===== src/hdl/assert_macros.svh =====
// Assertion helpers for the RTL.
`ifndef ASSERT_MACROS_SVH
`define ASSERT_MACROS_SVH

`ifndef NO_ASSERTIONS
// Checked at every rising edge, held off while reset is active (low).
`define ASSERT_SYNC(lbl, clk, rst_n, prop, msg) \
    lbl: assert property (@(posedge clk) disable iff (!(rst_n)) (prop)) else $error(msg);
// Checked at every rising edge, reset included.
`define ASSERT_ALWAYS(lbl, clk, prop, msg) \
    lbl: assert property (@(posedge clk) (prop)) else $error(msg);
`else
`define ASSERT_SYNC(lbl, clk, rst_n, prop, msg)
`define ASSERT_ALWAYS(lbl, clk, prop, msg)
`endif

`endif


===== src/hdl/gpe_pkg.sv =====
package gpe_pkg;

    localparam int GlyphCols  = 5;
    localparam int CellCols   = 6;
    localparam int CellRows   = 8;
    localparam int StoreAddrW = 11;
    localparam int CoordW     = 12;

    localparam logic CMD_LOAD = 1'b0;
    localparam logic CMD_DRAW = 1'b1;

    typedef struct packed {
        logic        cmd;
        logic [10:0] glyph_addr;
        logic [7:0]  glyph_byte;
        logic [6:0]  pos_x;
        logic [6:0]  pos_y;
        logic [7:0]  char_code;
        logic [15:0] fg_color;
        logic [15:0] bg_color;
        logic [7:0]  scale;
    } t_in_item;

    typedef struct packed {
        logic [11:0] op_x;
        logic [11:0] op_y;
        logic [7:0]  op_size;
        logic [15:0] op_color;
        logic        last;
    } t_out_item;

    typedef struct packed {
        logic                  en;
        logic [StoreAddrW-1:0] addr;
        logic [7:0]            data;
    } t_store_wr;

endpackage


===== src/hdl/gpe_if.sv =====
interface gpe_in_if;
    import gpe_pkg::*;

    logic     valid;
    logic     ready;
    t_in_item data;

    modport source (output valid, output data, input ready);
    modport sink   (input valid, input data, output ready);
endinterface

interface gpe_out_if;
    import gpe_pkg::*;

    logic      valid;
    logic      ready;
    t_out_item data;

    modport source (output valid, output data, input ready);
    modport sink   (input valid, input data, output ready);
endinterface


===== src/hdl/gpe_raster.sv =====
module gpe_raster #(
    parameter int DISPLAY_WIDTH = 128,
    parameter int GLYPH_CODES   = 256
) (
    input  logic                          i_clk,
    input  logic                          i_rst_n,
    gpe_in_if.sink                        i_px,
    gpe_out_if.source                     o_sq,
    output gpe_pkg::t_store_wr            o_wr,
    output logic [gpe_pkg::StoreAddrW-1:0] o_raddr,
    input  logic [7:0]                    i_rdata
);
    import gpe_pkg::*;

    localparam int StoreDepth = GLYPH_CODES * GlyphCols;

    typedef enum logic [2:0] {
        S_IDLE,
        S_FETCH,
        S_LATCH,
        S_ROW,
        S_DONE
    } t_state;

    t_state      r_state;
    logic [2:0]  r_col;
    logic [2:0]  r_row;
    logic [CoordW-1:0] r_x;
    logic [CoordW-1:0] r_y;
    logic [7:0]  r_bits;
    logic [6:0]  r_py;
    logic [7:0]  r_code;
    logic [15:0] r_fg;
    logic [15:0] r_bg;
    logic [7:0]  r_sc;
    logic        r_pv;
    t_out_item   r_pend;
    logic        r_ov;
    t_out_item   r_out;

    logic              in_xfer;
    logic              clipped;
    logic              code_ok;
    logic [CoordW-1:0] add_a;
    logic [CoordW-1:0] add_sum;
    logic              cand;
    logic [15:0]       cand_color;
    logic              out_free;
    logic              stall;
    logic              out_load;
    t_out_item         pend_last;

    assign in_xfer = i_px.valid && i_px.ready;
    assign clipped = (CoordW'(i_px.data.pos_x) + CoordW'(8)) >= CoordW'(DISPLAY_WIDTH);
    assign code_ok = 9'(r_code) < 9'(GLYPH_CODES);

    // Glyph store writes come straight from a load transfer.
    assign o_wr.en   = in_xfer && (i_px.data.cmd == CMD_LOAD)
                       && (i_px.data.glyph_addr < StoreAddrW'(StoreDepth));
    assign o_wr.addr = i_px.data.glyph_addr;
    assign o_wr.data = i_px.data.glyph_byte;

    // code * 5 + column
    assign o_raddr = StoreAddrW'({r_code, 2'b00}) + StoreAddrW'(r_code) + StoreAddrW'(r_col);

    // Single adder: column step in FETCH, row step in ROW.
    assign add_a   = (r_state == S_FETCH) ? r_x : r_y;
    assign add_sum = add_a + CoordW'(r_sc);

    assign cand       = r_bits[0] || (r_fg != r_bg);
    assign cand_color = r_bits[0] ? r_fg : r_bg;
    assign out_free   = !r_ov || o_sq.ready;
    // One result is held back so the final one can be marked last.
    assign stall      = cand && r_pv && !out_free;

    // Held square moves to the output register mid-scan or at the end of the scan.
    assign out_load = ((r_state == S_ROW) && !stall && cand && r_pv)
                      || ((r_state == S_DONE) && r_pv && out_free);

    always_comb begin
        pend_last      = r_pend;
        pend_last.last = 1'b1;
    end

    assign i_px.ready = (r_state == S_IDLE);
    assign o_sq.valid = r_ov;
    assign o_sq.data  = r_out;

    always_ff @(posedge i_clk) begin
        if (!i_rst_n) begin
            r_state <= S_IDLE;
            r_pv    <= 1'b0;
            r_ov    <= 1'b0;
        end else begin
            if (out_load) begin
                r_ov <= 1'b1;
            end else if (o_sq.ready) begin
                r_ov <= 1'b0;
            end
            unique case (r_state)
                S_IDLE: begin
                    if (in_xfer && (i_px.data.cmd == CMD_DRAW) && !clipped) begin
                        r_x     <= CoordW'(i_px.data.pos_x);
                        r_py    <= i_px.data.pos_y;
                        r_code  <= i_px.data.char_code;
                        r_fg    <= i_px.data.fg_color;
                        r_bg    <= i_px.data.bg_color;
                        r_sc    <= (i_px.data.scale == 8'd0) ? 8'd1 : i_px.data.scale;
                        r_col   <= 3'd0;
                        r_state <= S_FETCH;
                    end
                end
                S_FETCH: begin
                    if (r_col != 3'd0) begin
                        r_x <= add_sum;
                    end
                    r_state <= S_LATCH;
                end
                S_LATCH: begin
                    r_bits  <= ((r_col < 3'(GlyphCols)) && code_ok) ? i_rdata : 8'd0;
                    r_y     <= CoordW'(r_py);
                    r_row   <= 3'd0;
                    r_state <= S_ROW;
                end
                S_ROW: begin
                    if (!stall) begin
                        if (cand) begin
                            r_pend.op_x     <= r_x;
                            r_pend.op_y     <= r_y;
                            r_pend.op_size  <= r_sc;
                            r_pend.op_color <= cand_color;
                            r_pend.last     <= 1'b0;
                            r_pv            <= 1'b1;
                            if (r_pv) begin
                                r_out <= r_pend;
                            end
                        end
                        r_y    <= add_sum;
                        r_bits <= {1'b0, r_bits[7:1]};
                        r_row  <= r_row + 3'd1;
                        if (r_row == 3'(CellRows - 1)) begin
                            if (r_col == 3'(CellCols - 1)) begin
                                r_state <= S_DONE;
                            end else begin
                                r_col   <= r_col + 3'd1;
                                r_state <= S_FETCH;
                            end
                        end
                    end
                end
                S_DONE: begin
                    if (!r_pv) begin
                        r_state <= S_IDLE;
                    end else if (out_free) begin
                        r_out   <= pend_last;
                        r_pv    <= 1'b0;
                        r_state <= S_IDLE;
                    end
                end
                default: r_state <= S_IDLE;
            endcase
        end
    end

endmodule


===== src/flat_wrapper.sv =====
// flat-port wrapper written by rule: the top's interface ports become plain ports
module gpe_raster_flat import gpe_pkg::*;
#(
    parameter int DISPLAY_WIDTH = 128,
    parameter int GLYPH_CODES   = 256
)
  (i_clk, i_rst_n, o_wr, o_raddr, i_rdata, i_px_valid, i_px_data, i_px_ready, o_sq_valid, o_sq_data, o_sq_ready);
  gpe_in_if i_px_i ();
  gpe_out_if o_sq_i ();
  input  logic i_clk;
  input  logic i_rst_n;
  output gpe_pkg::t_store_wr o_wr;
  output logic [gpe_pkg::StoreAddrW-1:0] o_raddr;
  input  logic [7:0] i_rdata;
  input wire logic [$bits(i_px_i.valid)-1:0] i_px_valid;
  input wire logic [$bits(i_px_i.data)-1:0] i_px_data;
  output wire logic [$bits(i_px_i.ready)-1:0] i_px_ready;
  output wire logic [$bits(o_sq_i.valid)-1:0] o_sq_valid;
  output wire logic [$bits(o_sq_i.data)-1:0] o_sq_data;
  input wire logic [$bits(o_sq_i.ready)-1:0] o_sq_ready;
  assign i_px_i.valid = i_px_valid;
  assign i_px_i.data = i_px_data;
  assign i_px_ready = i_px_i.ready;
  assign o_sq_valid = o_sq_i.valid;
  assign o_sq_data = o_sq_i.data;
  assign o_sq_i.ready = o_sq_ready;
  gpe_raster #(.DISPLAY_WIDTH(DISPLAY_WIDTH), .GLYPH_CODES(GLYPH_CODES)) u_core (.i_clk(i_clk), .i_rst_n(i_rst_n), .i_px(i_px_i), .o_sq(o_sq_i), .o_wr(o_wr), .o_raddr(o_raddr), .i_rdata(i_rdata));
endmodule

===== config.mk =====
export PLATFORM = sky130hd
export DESIGN_NAME = gpe_raster_flat
export DESIGN_NICKNAME = d
export VERILOG_FILES = /design/src/hdl/assert_macros.svh /design/src/hdl/gpe_pkg.sv /design/src/hdl/gpe_if.sv /design/src/hdl/gpe_raster.sv /design/src/flat_wrapper.sv
export SDC_FILE = /design/constraint.sdc
export NUM_CORES = 1
export LEC_CHECK = 0
export BUFFER_PORTS_ARGS = -buffer_cell sky130_fd_sc_hd__buf_2
export CORE_ASPECT_RATIO = 0.8
export CORE_MARGIN = 5
export CORE_UTILIZATION = 39
export CTS_BUF_LIST = sky130_fd_sc_hd__clkbuf_4 sky130_fd_sc_hd__clkbuf_8
export CTS_CLUSTER_SIZE = 16
export DETAILED_ROUTE_END_ITERATION = 16
export PLACE_DENSITY = 0.71
export SETUP_SLACK_MARGIN = 0.05
export SLEW_MARGIN = 20
export SYNTH_ARGS = -nofsm -noshare
export SYNTH_HDL_FRONTEND = slang
export SYNTH_SLANG_ARGS = --single-unit

===== constraint.sdc =====
create_clock -name i_clk -period 3.1 [get_ports i_clk]
set_input_delay 0 -clock i_clk [delete_from_list [all_inputs] [get_ports i_clk]]
set_output_delay 0 -clock i_clk [all_outputs]
set_load 0.05 [all_outputs]

==> flow_summary.toml <==
[status]
status = "complete, no violations"

[layout]
final_area_um2 = 10300
drive_above_1_share_pct = 30.6
layout.nets = 869
area_growth_pct = 27.1
seq_area_um2 = 5810
fill_cells = 1740
multi_input_area_um2 = 2050
final_common_cell = "edfxtp_1"
utilization_pct = 50.1
layout_common_cells = "190 x edfxtp_1, 139 x buf_2, 73 x dlygate4sd3_1"
antenna_cells = 0

[setup_path]
cp-start-kind = "register"
critPathMaxFanout = 2
setup.worst_path.end_class = "primary output"
critical_path_class = "register to primary output"
worstPathArrival_ns = 2.98
required_ns = 3.10

[power]
power_density_nw_per_um2 = 630
finalPower_w = 0.00649
power.leakage_nw = 3.93
peakVddDrop_mv = 0.322

[drt]
drc = 0
met3_length_um = 1110
routed_wl_um = 17100
wire_per_inst_um = 16.7
drtAntennaViolNets = 0
drt_iter0_drc = 320
viasPerCell = 4.73
vias = 4848
drt_first_pass_iters = 4
wl_met2_um = 8250
met1Wirelength_um = 7510
highest_layer = "met4"

[sta]
slew_headroom_pct = 56.0
timing.fmax_mhz = 336
min_period_ns = 2.98
finalSetupViolCount = 0
finalHoldViolations = 0
holdWs_ns = 0.0000220
tightest_slew_ns = 0.659
finClkSkew_ns = 0.0152
fin_tns_setup_ns = 0
rsz0062_at_grt = "true"
maxSlewViolCount = 0
fin_crit_sh_pct = 96.0

[place]
dp_hpwl_um = 11400
gp_congestion = 0.835
placedInstanceArea_um2 = 9070
port_buffers = 143

[grt]
antenna_found_initial = 0
overflow = 0
grt_pass1_wl_um = 26800
grt_pass1_vias = 5004
grt.total_usage_pct = 14.5
grt_max_degree = 40

[floorplanning]
dieHeight_um = 139
placementRows = 47
die_area_um2 = 23800
die_x_um = 171
core_um2 = 20600
initial_utilization_pct = 39.4
ios = 176

[logic_synthesis]
syn-cell-area_um2 = 8110
synth_flop_cell = "edfxtp_1"
ys_ff_latch = 195
synth_edf_count = 190
synth_cells = 529
async_reset_ff_share_pct = 0
synth_area_per_cell_um2 = 15.3
mappedNetlistNets = 655
synth_seq_area_share_pct = 71.6
yosysWarningCount = 0
synth.distinct_cells = 49

[clock_network]
numCtsBuffers = 17
clk_path_buf_depth = 2
h-tree-depth = 4
worstSkewPairLatency_ns = 0.46
cts_tree = "done"
cts_root_buf = "clkbuf_8"
clock-sinks = 195
path_clk_slew_ns = 0.10

[flow_run]
cap_violations = 0

[min_path]
hold_class = "primary input to primary output"
==> worst paths after layout <==
kind,start,to,slack (ns),cells after the start
min reg2reg,u_core.pend_last[1],u_core.o_sq.data[1],0.42,0
min,i_px_data[74],o_wr[12],0.00002,0
max,u_core.r_code[2],o_raddr[8],0.12,10
max reg2reg,u_core.r_state[0],u_core.r_y[6],0.33,12
==> layout make-up <==
cell class | instances | area share [%]
repair buffers | 235 | 15.9
flip-flops and latches | 195 | 56.4
clock inverters | 14 | 1.66
inverters | 19 | 0.692
multi-input cells | 275 | 19.9
well taps | 269 | 3.27
clock buffers | 17 | 2.27
==> per-layer routing <==
metal / track usage, % / up-vias
li1: - / 2349
met1: 19.7 / 2326
met2: 23.5 / 149
met3: 3.53 / 24
met4: 3.88 / 0
met5: 0 / -
==> sequential cells by signal, indices dropped and copies added (netlist names) <==
register           flops
u_core.r_code          8
u_core.r_x            12
u_core.r_py            7
u_core.r_pv            1
u_core.r_fg           16
u_core.o_sq.data      49
u_core.r_sc            8
u_core.o_sq.valid      1
u_core.r_state         3
u_core.r_row           3
u_core.r_bits          8
u_core.r_y            12
u_core.pend_last      48
u_core.r_bg           16
u_core.r_col           3
==> power breakdown <==
group / internal, W / switching, W
Combinational: 0.000623 / 0.000952
Clock: 0.000674 / 0.000976
Sequential: 0.00316 / 0.000105
Total: 0.00446 / 0.00203
==> worst max-delay path, stage by stage (launching register included) <==
cell	delay, ns
edfxtp_1	0.38
inv_2	0.05
fa_1	0.60
inv_1	0.06
ha_1	0.28
a21o_1	0.17
a21oi_2	0.16
o21ai_2	0.10
o41ai_4	0.34
xnor2_1	0.16
buf_4	0.22
==> through the flow <==
stage                     setup slack, ns  std cells
after floorplan                     0.248        529
after global placement              0.306        914
after detailed placement            0.197        914
after CTS                          0.0611       1019
after global routing              -0.0324       1024
final                               0.124       1024
==> kinds of logic after synthesis <==
family                   count (synthesis)  share of synthesized area, %
buffers and inverters                   59                          3.78
flip-flops                             195                          71.6
AO/OA/AOI/OAI                           69                          5.93
adder cells (fa/ha/maj)                 32                          5.22
multiplexers                            20                          2.72
AND/OR/NAND/NOR                        118                          6.85
XOR/XNOR                                36                          3.89
==> cell usage after synthesis (3+ instances only) <==
cell type / instances / share of area, %
inv_1: 18 / 0.83
mux2i_1: 4 / 0.49
buf_2: 5 / 0.31
nand3_1: 5 / 0.31
nor2_1: 22 / 1.0
a21oi_1: 14 / 0.86
clkbuf_1: 14 / 0.65
nor2b_1: 3 / 0.23
nand2_1: 56 / 2.6
buf_4: 21 / 1.9
nor3_1: 6 / 0.37
dfxtp_1: 5 / 1.2
xor2_1: 11 / 1.2
a21o_1: 4 / 0.37
o21ai_0: 16 / 0.99
ha_1: 29 / 4.5
mux2_2: 16 / 2.2
and2_1: 3 / 0.23
xnor2_1: 25 / 2.7
fa_1: 3 / 0.74
nand4_1: 4 / 0.31
nand2b_1: 5 / 0.39
o21ai_1: 6 / 0.37
edfxtp_1: 190 / 70
and3_1: 6 / 0.46
a22o_1: 7 / 0.76
o21a_1: 6 / 0.56
==> what timing repair did <==
| item | 4_1_cts | 5_1_grt |
|---|---|---|
| pin swaps | 0 | 6 |
| endpoints found under the hold margin | 75 | 0 |
| setup endpoints to repair | 4 | 11 |
| setup buffers | 1 | 5 |
| resized for setup | 2 | 19 |
| hold buffers | 73 | 0 |
No activity file was read; power rests on OpenSTA's default activity.
